### src/hw/rtl/ttq_pkg.sv
`timescale 1ns / 1ps
// ----------------------------------------------------------------------------
// ttq_pkg
// Shared types, codes and defaults for the tagged timer queue.
// ----------------------------------------------------------------------------
package ttq_pkg;

    localparam int unsigned DefEntries  = 16;
    localparam int unsigned DefTimeBits = 48;
    localparam int unsigned DefTagBits  = 16;
    localparam int unsigned MaxResults  = 16;

    localparam int unsigned FuncBits = 3;
    localparam int unsigned KindBits = 3;
    localparam int unsigned IdBits   = 32;
    localparam int unsigned OutTime  = 48;

    localparam logic [FuncBits-1:0] FUNC_AT      = 3'd0;
    localparam logic [FuncBits-1:0] FUNC_KEEP    = 3'd1;
    localparam logic [FuncBits-1:0] FUNC_REPLACE = 3'd2;
    localparam logic [FuncBits-1:0] FUNC_CANCEL  = 3'd3;
    localparam logic [FuncBits-1:0] FUNC_TICK    = 3'd4;
    localparam logic [FuncBits-1:0] FUNC_QUERY   = 3'd5;

    localparam logic [KindBits-1:0] KIND_NEW     = 3'd0;
    localparam logic [KindBits-1:0] KIND_EXIST   = 3'd1;
    localparam logic [KindBits-1:0] KIND_FULL    = 3'd2;
    localparam logic [KindBits-1:0] KIND_EXPIRED = 3'd3;
    localparam logic [KindBits-1:0] KIND_QUERY   = 3'd4;

    // controller -> datapath
    typedef struct packed {
        logic load;        // capture input transaction
        logic scan_clr;    // reset scan accumulators and index
        logic scan_step;   // examine one slot
        logic do_remove;   // invalidate the found id/min slot
        logic do_insert;   // write new timer into free slot
        logic out_load;    // load output register
        logic [KindBits-1:0] out_kind;
        logic out_last;
        logic clr_ticks;   // start of transaction: reset emit and expired counters
    } ttq_cmd_t;

    // datapath -> controller
    typedef struct packed {
        logic [FuncBits-1:0] func;
        logic scan_done;
        logic tag_hit;
        logic id_hit;
        logic free_found;
        logic min_found;
        logic exp_last;    // next expired result is the last of this tick
    } ttq_stat_t;

endpackage

### src/hw/rtl/ttq_ctrl.sv
`timescale 1ns / 1ps
// ----------------------------------------------------------------------------
// ttq_ctrl
// Sequencer: accepts a transaction, drives slot scans, issues results.
// ----------------------------------------------------------------------------
module ttq_ctrl (
    input  logic              clk,
    input  logic              rst_n,
    input  logic              in_valid,
    output logic              in_stall,
    input  logic              out_busy,
    input  ttq_pkg::ttq_stat_t stat,
    output ttq_pkg::ttq_cmd_t  cmd
);
    import ttq_pkg::*;

    typedef enum logic [4:0] {
        S_IDLE = 5'b00001,
        S_SCAN = 5'b00010,
        S_ACT  = 5'b00100,
        S_EMIT = 5'b01000,
        S_WAIT = 5'b10000
    } state_t;

    state_t state_reg, state_next;

    assign in_stall = (state_reg != S_IDLE);

    always_ff @(posedge clk or negedge rst_n)
    begin
        if (!rst_n)
        begin
            state_reg <= S_IDLE;
        end
        else
        begin
            state_reg <= state_next;
        end
    end

    always_comb
    begin
        state_next = state_reg;
        cmd = '0;
        case (state_reg)
            S_IDLE:
            begin
                if (in_valid)
                begin
                    cmd.load = 1'b1;
                    cmd.scan_clr = 1'b1;
                    cmd.clr_ticks = 1'b1;
                    state_next = S_SCAN;
                end
            end
            S_SCAN:
            begin
                cmd.scan_step = 1'b1;
                if (stat.scan_done)
                begin
                    state_next = S_ACT;
                end
            end
            S_ACT:
            begin
                // output register must be free before a result is loaded
                if (!out_busy)
                begin
                    state_next = S_IDLE;
                    case (stat.func)
                        FUNC_AT, FUNC_KEEP, FUNC_REPLACE:
                        begin
                            cmd.out_load = 1'b1;
                            cmd.out_last = 1'b1;
                            if (stat.func == FUNC_KEEP && stat.tag_hit)
                            begin
                                cmd.out_kind = KIND_EXIST;
                            end
                            else if (stat.free_found)
                            begin
                                cmd.out_kind = KIND_NEW;
                                cmd.do_insert = 1'b1;
                            end
                            else
                            begin
                                cmd.out_kind = KIND_FULL;
                            end
                        end
                        FUNC_CANCEL:
                        begin
                            cmd.do_remove = stat.id_hit;
                        end
                        FUNC_TICK:
                        begin
                            if (stat.min_found)
                            begin
                                cmd.out_load = 1'b1;
                                cmd.out_kind = KIND_EXPIRED;
                                cmd.out_last = stat.exp_last;
                                cmd.do_remove = 1'b1;
                                state_next = S_EMIT;
                            end
                        end
                        FUNC_QUERY:
                        begin
                            cmd.out_load = 1'b1;
                            cmd.out_last = 1'b1;
                            cmd.out_kind = KIND_QUERY;
                        end
                        default:
                        begin
                        end
                    endcase
                end
            end
            S_EMIT:
            begin
                // rescan to select the next expired timer
                cmd.scan_clr = 1'b1;
                state_next = S_WAIT;
            end
            S_WAIT:
            begin
                cmd.scan_step = 1'b1;
                if (stat.scan_done)
                begin
                    state_next = S_ACT;
                end
            end
            default:
            begin
                state_next = S_IDLE;
            end
        endcase
    end

endmodule

### src/hw/rtl/ttq_dp.sv
`timescale 1ns / 1ps
// ----------------------------------------------------------------------------
// ttq_dp
// Datapath: slot table, serial slot scan, id counter, output register.
// ----------------------------------------------------------------------------
module ttq_dp #(
    parameter int unsigned ENTRIES   = ttq_pkg::DefEntries,
    parameter int unsigned TIME_BITS = ttq_pkg::DefTimeBits,
    parameter int unsigned TAG_BITS  = ttq_pkg::DefTagBits
) (
    input  logic                         clk,
    input  logic                         rst_n,
    input  logic [ttq_pkg::FuncBits-1:0] func,
    input  logic [TIME_BITS-1:0]         now_time,
    input  logic [TIME_BITS-1:0]         time_arg,
    input  logic [TAG_BITS-1:0]          tag_key,
    input  logic [ttq_pkg::IdBits-1:0]   cancel_id,
    input  ttq_pkg::ttq_cmd_t            cmd,
    output ttq_pkg::ttq_stat_t           stat,
    input  logic                         out_stall,
    output logic                         out_valid,
    output logic                         out_busy,
    output logic [ttq_pkg::KindBits-1:0] kind,
    output logic [ttq_pkg::IdBits-1:0]   timer_id,
    output logic                         queue_empty,
    output logic [ttq_pkg::OutTime-1:0]  remaining,
    output logic                         last
);
    import ttq_pkg::*;

    localparam int unsigned IdxBits = (ENTRIES > 1) ? $clog2(ENTRIES) : 1;
    localparam int unsigned CntBits = $clog2(ENTRIES + 1);
    localparam int unsigned EmitBits = $clog2(MaxResults + 1);
    localparam logic [TIME_BITS-1:0] TimeMax = {TIME_BITS{1'b1}};

    logic [ENTRIES-1:0]   valid_reg;
    logic [TIME_BITS-1:0] dl_reg  [ENTRIES];
    logic [IdBits-1:0]    id_reg  [ENTRIES];
    logic [TAG_BITS-1:0]  tag_reg [ENTRIES];
    logic [IdBits-1:0]    last_id_reg;

    logic [FuncBits-1:0]  func_reg;
    logic [TIME_BITS-1:0] now_reg, targ_reg;
    logic [TAG_BITS-1:0]  tagk_reg;
    logic [IdBits-1:0]    cid_reg;

    logic [CntBits-1:0]   scan_reg;
    logic                 tag_hit_reg, id_hit_reg, free_reg, min_reg;
    logic [IdxBits-1:0]   tag_idx_reg, id_idx_reg, free_idx_reg, min_idx_reg;
    logic [EmitBits-1:0]  emit_reg;
    logic [CntBits-1:0]   exp_cnt_reg;

    logic                 ov_reg;
    logic [KindBits-1:0]  kind_reg;
    logic [IdBits-1:0]    tid_reg;
    logic                 empty_reg, last_reg;
    logic [OutTime-1:0]   rem_reg;

    logic [IdxBits-1:0]   sidx;
    logic                 sv;
    logic [TIME_BITS-1:0] sdl;
    logic [IdBits-1:0]    sid;
    logic [TAG_BITS-1:0]  stag;
    logic                 better;
    logic [TIME_BITS:0]   sum;
    logic [TIME_BITS-1:0] sat_dl, new_dl;
    logic [IdBits-1:0]    new_id;
    logic [TIME_BITS-1:0] mdl;
    logic [TIME_BITS-1:0] rem_full;
    logic                 is_tick;
    logic                 repl_hit;
    logic [IdxBits-1:0]   ins_idx;

    assign sidx = scan_reg[IdxBits-1:0];
    assign sv   = valid_reg[sidx];
    assign sdl  = dl_reg[sidx];
    assign sid  = id_reg[sidx];
    assign stag = tag_reg[sidx];
    assign mdl  = dl_reg[min_idx_reg];
    assign is_tick = (func_reg == FUNC_TICK);

    always_comb
    begin
        better = 1'b0;
        if (sv && (!is_tick || sdl <= now_reg))
        begin
            if (!min_reg || sdl < mdl)
            begin
                better = 1'b1;
            end
            else if (is_tick && sdl == mdl && sid < id_reg[min_idx_reg])
            begin
                better = 1'b1;
            end
        end
    end

    assign sum    = {1'b0, now_reg} + {1'b0, targ_reg};
    assign sat_dl = sum[TIME_BITS] ? TimeMax : sum[TIME_BITS-1:0];
    assign new_dl = (func_reg == FUNC_AT) ? targ_reg : sat_dl;
    assign new_id = (last_id_reg == '1) ? IdBits'(1) : last_id_reg + IdBits'(1);
    assign rem_full = (min_reg && mdl > now_reg) ? (mdl - now_reg) : '0;

    // replaced timer frees its slot; the new one takes the lowest free slot
    assign repl_hit = (func_reg == FUNC_REPLACE) && tag_hit_reg;
    assign ins_idx  = (repl_hit && (!free_reg || tag_idx_reg < free_idx_reg))
                      ? tag_idx_reg : free_idx_reg;

    assign stat.func       = func_reg;
    assign stat.scan_done  = (scan_reg == CntBits'(ENTRIES - 1));
    assign stat.tag_hit    = tag_hit_reg;
    assign stat.id_hit     = id_hit_reg;
    assign stat.free_found = free_reg || repl_hit;
    assign stat.min_found  = min_reg && (emit_reg != EmitBits'(MaxResults));
    assign stat.exp_last   = (32'(exp_cnt_reg) >= MaxResults)
                             ? (32'(emit_reg) + 32'd1 == MaxResults)
                             : (32'(emit_reg) + 32'd1 == 32'(exp_cnt_reg));

    always_ff @(posedge clk)
    begin
        if (cmd.load)
        begin
            func_reg <= func;
            now_reg  <= now_time;
            targ_reg <= time_arg;
            tagk_reg <= tag_key;
            cid_reg  <= cancel_id;
        end
        if (cmd.do_insert)
        begin
            dl_reg[ins_idx]  <= new_dl;
            id_reg[ins_idx]  <= new_id;
            tag_reg[ins_idx] <= (func_reg == FUNC_AT) ? '0 : tagk_reg;
        end
        if (cmd.scan_clr)
        begin
            tag_idx_reg  <= '0;
            id_idx_reg   <= '0;
            free_idx_reg <= '0;
            min_idx_reg  <= '0;
        end
        else if (cmd.scan_step)
        begin
            if (sv && tagk_reg != '0 && stag == tagk_reg && !tag_hit_reg)
            begin
                tag_idx_reg <= sidx;
            end
            if (sv && sid == cid_reg && !id_hit_reg)
            begin
                id_idx_reg <= sidx;
            end
            if (!sv && !free_reg)
            begin
                free_idx_reg <= sidx;
            end
            if (better)
            begin
                min_idx_reg <= sidx;
            end
        end
        if (cmd.out_load)
        begin
            kind_reg  <= cmd.out_kind;
            empty_reg <= (cmd.out_kind == KIND_QUERY) && !min_reg;
            rem_reg   <= (cmd.out_kind == KIND_QUERY) ? OutTime'(rem_full) : '0;
            if (cmd.out_kind == KIND_NEW)
            begin
                tid_reg <= new_id;
            end
            else if (cmd.out_kind == KIND_EXIST)
            begin
                tid_reg <= id_reg[tag_idx_reg];
            end
            else if (cmd.out_kind == KIND_EXPIRED)
            begin
                tid_reg <= id_reg[min_idx_reg];
            end
            else
            begin
                tid_reg <= '0;
            end
        end
    end

    always_ff @(posedge clk or negedge rst_n)
    begin
        if (!rst_n)
        begin
            valid_reg   <= '0;
            last_id_reg <= '0;
            scan_reg    <= '0;
            tag_hit_reg <= 1'b0;
            id_hit_reg  <= 1'b0;
            free_reg    <= 1'b0;
            min_reg     <= 1'b0;
            emit_reg    <= '0;
            exp_cnt_reg <= '0;
            ov_reg      <= 1'b0;
            last_reg    <= 1'b0;
        end
        else
        begin
            if (cmd.clr_ticks)
            begin
                emit_reg <= '0;
            end
            else if (cmd.out_load && cmd.out_kind == KIND_EXPIRED)
            begin
                emit_reg <= emit_reg + EmitBits'(1);
            end
            // expired timers are counted on the first pass of a tick only
            if (cmd.clr_ticks)
            begin
                exp_cnt_reg <= '0;
            end
            else if (cmd.scan_step && is_tick && emit_reg == '0 && sv && sdl <= now_reg)
            begin
                exp_cnt_reg <= exp_cnt_reg + CntBits'(1);
            end
            if (cmd.do_remove)
            begin
                if (func_reg == FUNC_CANCEL)
                begin
                    valid_reg[id_idx_reg] <= 1'b0;
                end
                else
                begin
                    valid_reg[min_idx_reg] <= 1'b0;
                end
            end
            if (cmd.do_insert)
            begin
                if (repl_hit && tag_idx_reg != ins_idx)
                begin
                    valid_reg[tag_idx_reg] <= 1'b0;
                end
                valid_reg[ins_idx] <= 1'b1;
                last_id_reg <= new_id;
            end
            if (cmd.scan_clr)
            begin
                scan_reg    <= '0;
                tag_hit_reg <= 1'b0;
                id_hit_reg  <= 1'b0;
                free_reg    <= 1'b0;
                min_reg     <= 1'b0;
            end
            else if (cmd.scan_step)
            begin
                if (!stat.scan_done)
                begin
                    scan_reg <= scan_reg + CntBits'(1);
                end
                if (sv && tagk_reg != '0 && stag == tagk_reg)
                begin
                    tag_hit_reg <= 1'b1;
                end
                if (sv && sid == cid_reg)
                begin
                    id_hit_reg <= 1'b1;
                end
                if (!sv)
                begin
                    free_reg <= 1'b1;
                end
                if (better)
                begin
                    min_reg <= 1'b1;
                end
            end
            if (cmd.out_load)
            begin
                ov_reg   <= 1'b1;
                last_reg <= cmd.out_last;
            end
            else if (ov_reg && !out_stall)
            begin
                ov_reg <= 1'b0;
            end
        end
    end

    assign out_valid   = ov_reg;
    assign out_busy    = ov_reg;
    assign kind        = kind_reg;
    assign timer_id    = tid_reg;
    assign queue_empty = empty_reg;
    assign remaining   = rem_reg;
    assign last        = last_reg;

endmodule

### src/hw/rtl/tagged_timer_queue.sv
`timescale 1ns / 1ps
// ----------------------------------------------------------------------------
// tagged_timer_queue
// Table of pending timers with schedule, tag keep/replace, cancel, tick, query.
// ----------------------------------------------------------------------------
// Each transaction runs one serial pass over all ENTRIES slots (one slot per
// cycle) and then acts once the output register is free; its result is
// registered, and no new transaction is accepted until this one has finished.
// A tick emits expired timers one at a time; the first pass also counts them
// to set the last flag, and each further expired timer costs a fresh pass.
module tagged_timer_queue #(
    parameter int unsigned ENTRIES   = ttq_pkg::DefEntries,
    parameter int unsigned TIME_BITS = ttq_pkg::DefTimeBits,
    parameter int unsigned TAG_BITS  = ttq_pkg::DefTagBits
) (
    input  logic                         clk,
    input  logic                         rst_n,
    input  logic                         in_valid,
    output logic                         in_stall,
    input  logic [ttq_pkg::FuncBits-1:0] func,
    input  logic [TIME_BITS-1:0]         now_time,
    input  logic [TIME_BITS-1:0]         time_arg,
    input  logic [TAG_BITS-1:0]          tag_key,
    input  logic [ttq_pkg::IdBits-1:0]   cancel_id,
    output logic                         out_valid,
    input  logic                         out_stall,
    output logic [ttq_pkg::KindBits-1:0] kind,
    output logic [ttq_pkg::IdBits-1:0]   timer_id,
    output logic                         queue_empty,
    output logic [ttq_pkg::OutTime-1:0]  remaining,
    output logic                         last
);
    import ttq_pkg::*;

    ttq_cmd_t  cmd;
    ttq_stat_t stat;
    logic      out_busy;

    ttq_ctrl u_ctrl (
        .clk      (clk),
        .rst_n    (rst_n),
        .in_valid (in_valid),
        .in_stall (in_stall),
        .out_busy (out_busy),
        .stat     (stat),
        .cmd      (cmd)
    );

    ttq_dp #(
        .ENTRIES   (ENTRIES),
        .TIME_BITS (TIME_BITS),
        .TAG_BITS  (TAG_BITS)
    ) u_dp (
        .clk         (clk),
        .rst_n       (rst_n),
        .func        (func),
        .now_time    (now_time),
        .time_arg    (time_arg),
        .tag_key     (tag_key),
        .cancel_id   (cancel_id),
        .cmd         (cmd),
        .stat        (stat),
        .out_stall   (out_stall),
        .out_valid   (out_valid),
        .out_busy    (out_busy),
        .kind        (kind),
        .timer_id    (timer_id),
        .queue_empty (queue_empty),
        .remaining   (remaining),
        .last        (last)
    );

endmodule

### config.mk
export PLATFORM = sky130hd
export DESIGN_NAME = tagged_timer_queue
export DESIGN_NICKNAME = d
export VERILOG_FILES = /design/src/hw/rtl/ttq_pkg.sv /design/src/hw/rtl/ttq_ctrl.sv /design/src/hw/rtl/ttq_dp.sv /design/src/hw/rtl/tagged_timer_queue.sv
export SDC_FILE = /design/constraint.sdc
export NUM_CORES = 2
export LEC_CHECK = 0
export BUFFER_PORTS_ARGS = -buffer_cell sky130_fd_sc_hd__buf_2
export CAP_MARGIN = 5
export CORE_UTILIZATION = 35
export DETAILED_ROUTE_END_ITERATION = 6
export GPL_ROUTABILITY_DRIVEN = 0
export SYNTH_ARGS = -nofsm -noshare
export SYNTH_HDL_FRONTEND = slang
export SYNTH_SLANG_ARGS = --single-unit
### constraint.sdc
create_clock -name clk -period 10.4 [get_ports clk]
set_input_delay 2.6 -clock clk [delete_from_list [all_inputs] [get_ports clk]]
set_output_delay 2.6 -clock clk [all_outputs]
set_load 0.1 [all_outputs]
* Word-level counts from Yosys, hierarchy flattened
Memory sizes are Yosys's and may differ from the RTL's. A register that Yosys moved wholly into a read port is not among the register bits.
Cells that the tools add are included.
** Storage, ports and cells
- Register bits :: 321
- Latch bits :: 0
- Memory bits (writable) :: 1536
- Bits in read-only memories :: 0
- Input bits :: 151
- Output and inout bits :: 87
- Word-level logic and storage cells :: 225
- Memories kept :: 3
** Memories
- u_dp.dl_reg :: words 16, width 48, rd ports 2, clocked after memory_dff 1, wr ports 1, RTL line ttq_dp.sv:37 : logic [TIME_BITS-1:0] dl_reg [ENTRIES];
- u_dp.id_reg :: words 16, width 32, rd ports 3, clocked after memory_dff 2, wr ports 1, RTL line ttq_dp.sv:38 : logic [IdBits-1:0] id_reg [ENTRIES];
- u_dp.tag_reg :: words 16, width 16, rd ports 1, clocked after memory_dff 0, wr ports 1, RTL line ttq_dp.sv:39 : logic [TAG_BITS-1:0] tag_reg [ENTRIES];
** Cells by class
- $add $sub $neg :: 7
- Multiply operators :: 0
- Div/mod/pow operators :: 0
- Order comparisons :: 15
- Equal/unequal tests :: 28
- Shifts and indexed selects :: 0
- Multiplexer cells :: 79
- Bitwise logic cells :: 7
- Reductions and logical operators :: 61
** Operators with widths (number)
- $mux W32 :: 4
- $mux W16 :: 6
- $mux W48 :: 2
- $mux W5 :: 12
- $add A48 B48 Y49 :: 1
- $and A16 B16 Y16 :: 3
- $eq A48 B48 Y1 :: 1
- $gt A48 B48 Y1 :: 1
- $le A48 B48 Y1 :: 1
- $lt A48 B48 Y1 :: 1
- $not A16 Y16 :: 3
- $sub A48 B48 Y48 :: 1
- $mux W1 :: 33
- $add A32 B1 Y32 const B :: 1
- $eq A32 B32 Y1 :: 1
- $eq A32 B32 Y1 const B :: 1
- $eq A32 B5 Y1 :: 1
- $eq A32 B5 Y1 const B :: 1
- $lt A32 B32 Y1 :: 1
- $mux W4 :: 8
- $logic_and A1 B1 Y1 :: 26
- $lt A4 B5 Y1 const B :: 5
- $pmux W5 S4 :: 1
- $reduce_and A2 Y1 :: 10
- other kinds (35) :: 72

* Depth between registers and ports, before layout
- Depth in word-level cells :: 14
- Mapped depth :: 24
- Mapped depth without buffers :: 16

* Modules after synthesis
From an unflattened synthesis, not the netlist that was laid out.
** Second synthesis, totals
- Cell total of the unflattened synthesis :: 5267
- Area total of the unflattened synthesis :: 93978.9 µm²
** Modules (own cells, without submodules)
- ttq_dp :: times used 1, cells an instance 5207, area each 93477.2 µm², sequential area each 55268.0 µm²
- ttq_ctrl :: times used 1, cells an instance 60, area each 501.7 µm², sequential area each 126.4 µm²

* Worst setup path after synthesis
OpenSTA, ideal clock, no wires.
- Path type :: reg2reg
- From :: reg u_dp.free_idx_reg[1]
- To :: mem u_dp.dl_reg[12][0] (netlist name) (enable)
- Library setup time :: 552 ps
- Arrival :: 6104 ps
- Required time :: 9848 ps
- Setup slack :: 3744 ps
- Stages on the path, launching flop included :: 13
- Buffers on the path :: 2
- Period minus slack after synthesis :: 6656 ps
- Cell sequence :: dfxtp_1 -> inv_1 -> ha_1 -> a21o_1 -> a21oi_1 -> nor2b_1 -> o21ai_0 -> nand2_1 -> clkbuf_1 -> mux2i_1 -> or2_2 -> clkbuf_1 -> nor2_1
** On the way
- Cells in the longest elaborated chain, start to end :: 4
** Ends and longest elaborated chain
- start: declaration :: RTL line ttq_dp.sv:49 : logic [IdxBits-1:0] tag_idx_reg, id_idx_reg, free_idx_reg, min_idx_reg;
- start signal: assignment :: RTL line ttq_dp.sv:154 : free_idx_reg <= sidx;
- $lt A4 B4 Y1 :: RTL line ttq_dp.sv:106 : assign ins_idx = (repl_hit && (!free_reg || tag_idx_reg < free_idx_reg))
- $logic_or A1 B1 Y1 :: RTL line ttq_dp.sv:106
- $logic_and A1 B1 Y1 :: RTL line ttq_dp.sv:106
- $mux W4 (*) :: RTL line ttq_dp.sv:107 : ? tag_idx_reg : free_idx_reg;
- end: declaration :: RTL line ttq_dp.sv:37
Mark *: on every way between the ends. The rest lies on a longest branch, timed or not.

==> flow_summary_export.csv <==
group,metric,value,unit
route,vias_per_cell,5.971,
route,drc_errors,15,
layout,stdcell_count,9269,
route,dr.pass1.iters,7,
yosys,synth_nets,5714,
clocking,path_clk_slew,0.06,ns
layout,largest_reg_flops,768,
critical_path,cp.required,11.09,ns
power_and_ir_drop,leakage,32.98,nW
route,drt_iter0_drc,6523,
placed_design,placed_cells,8895,
layout,area_delta_synth_final,13.10,%
yosys,ys_ff_latch,1865,
yosys,synth_edf_count,1767,
critical_path,crit_chain,"buf_4, buf_4, mux4_2, mux4_2, inv_1, ha_1, and4_1, nand3_1, nor3_1, nand3_1, nor3_1, o221ai_1, a31o_2, nand3_1, o21ai_0",
clocking,cts_resized,0,
outcome,violations,"design-rule violations",
yosys,synth-main-ff-cell,"edfxtp_1",
timing,fin_setup_tns,0,ns
timing,max_freq,136.2,MHz
yosys,ys_seq_area_share,59.29,%
route,routed_wl,280400,um
clocking,ctsHtreeMaxLevel,4,
global_routing,overflow,0,
clocking,clock_latency,0.89,ns
clocking,cts-buffers-inserted,204,
global_routing,grt_pass1_vias,55930,
yosys,syn_area_per_cell,17.53,um^2
yosys,ys_warn_count,0,
placed_design,dp_hpwl,167800,um
job,cap_viol_max_count,0,
clocking,tritoncts,"done",
timing,slew_violations,0,
layout,drive_above_1_share,30.10,%
timing,fin_hold_ws,0.4769,ns
floorplan,die_x,518.7,um
outcome,status,"finished with violations",
clocking,cts_setup_buffers,0,
route,wl_per_cell,30.25,um
route,ant_nets,0,
timing,max_slew_margin,3.523,%
floorplan,initial_core_util,35.21,%
layout,final_util,39.82,%
layout,postLayoutCellArea,105700,um^2
global_routing,grtUsageTotal,20.57,%
worst_hold_path,hp-class,"reg -> reg",
floorplan,rows,189,
yosys,async_reset_ff_share,3.968,%
route,route.vias.total,55350,
timing,hold_viol_final,0,
clocking,cts_root_buffer,"clkbuf_16",
clocking,numClockSinks,1865,
critical_path,critPathCaptureType,"flip-flop",
critical_path,max_stage_delay,0.96,ns
power_and_ir_drop,power.density,208.6,nW/um^2
yosys,syn_area,93430,um^2
global_routing,grt_pass1_wl,403000,um
placed_design,placed_cell_area,98980,um^2
floorplan,core_region_area,265300,um^2
global_routing,antenna_found_initial,18,
yosys,yosysUniqueCellTypes,79,
critical_path,slowest_stage,"dfxtp_4",
floorplan,die_h,518.7,um
critical_path,critPathLaunchType,"flip-flop",
floorplan,pin_count,238,
timing,worst_slew_pin_slew,1.447,ns
critical_path,path_class,"reg -> reg",
clocking,clock_path_buffers,4,
layout,fillers,23750,
critical_path,crit_buf_inv,3,
layout,finalNetCount,5961,
yosys,synth_cells,5328,
power_and_ir_drop,peakVddDrop,0.1677,mV
critical_path,arrival,8.04,ns
critical_path,path_max_fanout,59,
global_routing,grt_max_degree,123,
floorplan,dieArea,269000,um^2
clocking,postCtsHoldBufs,0,
timing,fin_crit_sh,70.62,%
critical_path,cp_common_cell,"nand3_1",
timing,rsz0062_at_grt,"no",
critical_path,critPathTopFamily,"simple AND/OR/NAND/NOR gates",
timing,fin_crit,7.345,ns
placed_design,port_buffers,237,
timing,setup_violations,0,
timing,clock-skew-final,0.06703,ns
cells in the mapped netlist (all sizes together), types with 30 or more instances:
cell type	instances	area, um^2
mux4	1014	22840
nand4	63	394.1
clkbuf	195	732.0
a21oi	208	1041
nor2b	50	312.8
mux2i	45	450.4
a31oi	30	187.7
buf	118	555.5
nand2	181	679.4
nor2	244	915.9
a211oi	33	247.7
nand3	58	290.3
ha	233	2915
a21o	92	690.7
xor2	80	700.7
nand2b	39	244.0
dfrtp	73	1827
xnor2	111	972.2
o21ai	165	833.3
edfxtp	1767	53060
nor3	37	185.2
inv	186	698.2
logic make-up after synthesis:
group | synth area share [%]
AOI/OAI and AO/OA | 4.614
xor gates and xnor gates | 1.791
adders and majority gates | 3.174
buffers and inverters | 2.125
DFF | 59.29
muxes | 24.93
and+or+nand+nor | 4.078
cells in the final DEF, fill, tap and decap left out, types with 35 or more instances in the layout:
master | synthesis | final
nand3_1 | 58 | 57
buf_2 | 51 | 237
clkinv_2 | 0 | 35
mux4_2 | 1014 | 1014
nor2_1 | 244 | 228
o21ai_0 | 153 | 153
nor2b_1 | 50 | 50
xnor2_1 | 111 | 111
a21oi_1 | 208 | 208
ha_1 | 233 | 233
xor2_1 | 80 | 80
nand2b_1 | 39 | 39
dfrtp_1 | 73 | 69
nand2_1 | 181 | 180
nand4_1 | 63 | 63
a21o_1 | 92 | 92
clkinv_1 | 0 | 39
mux2i_1 | 45 | 45
nor3_1 | 37 | 37
inv_1 | 185 | 182
buf_4 | 9 | 101
clkbuf_16 | 0 | 207
edfxtp_1 | 1767 | 1767
metrics by stage:
stage	power [mW]	worst slack (ns)
floorplan	13.13	3.744
global placement	14.78	2.861
detailed placement	14.86	3.102
CTS	22.12	3.082
global route	22.83	2.883
finish	22.05	3.055
worst reg2reg max path, stage by stage (launching register included):
cell and delay [ns]:
dfxtp_4 0.96, buf_4 0.60, buf_4 0.85, mux4_2 0.44
mux4_2 0.55, inv_1 0.09, ha_1 0.15, and4_1 0.21
nand3_1 0.17, nor3_1 0.71, nand3_1 0.79, nor3_1 0.55
o221ai_1 0.46, a31o_2 0.46, nand3_1 0.12, o21ai_0 0.10
layer usage:
layer | vias up | part of all wire, % | global-route usage, % | routed length, um
met2 | 2744 | 47 | 33.06 | 133000
met1 | 29320 | 40 | 27.93 | 112600
li1 | 22700 | - | - | -
met3 | 575 | 7.9 | 3.042 | 22110
met4 | 8 | 4.5 | 8.626 | 12680
met5 | - | 0.020 | 0 | 57
final timing paths:
path,startpoint,end,slack [ns],cells past startpoint
min in group asynchronous,rst_n,u_dp.last_id_reg[15],1.62,1
min,u_dp.last,u_dp.last,0.48,2
min reg2reg,u_dp.last,u_dp.last,0.48,2
max,flip-flop,u_dp.min_idx_reg[3],3.06,15
max reg2reg,flip-flop,u_dp.min_idx_reg[3],3.06,15
max in group asynchronous,rst_n,u_dp.scan_reg[0],7.53,2
report_power, final:
part / switching [mW] / total [mW] / internal (mW)
Clock: 3.01 / 7.27 / 4.27
Sequential: 0.238 / 9.49 / 9.25
Combinational: 3.32 / 5.29 / 1.96
final cells by class:
class,count,area (um^2),area share [%]
clock buffer,240,5364,5.077
inverter,186,715.7,0.6773
antenna,6,15.01,0.01421
clock inverter,121,1245,1.178
tap,3533,4420,4.184
multi-input combinational,2964,36210,34.27
timing repair buffer,354,2258,2.137
sequential,1865,55440,52.47
(Power assumes the default switching activity.)
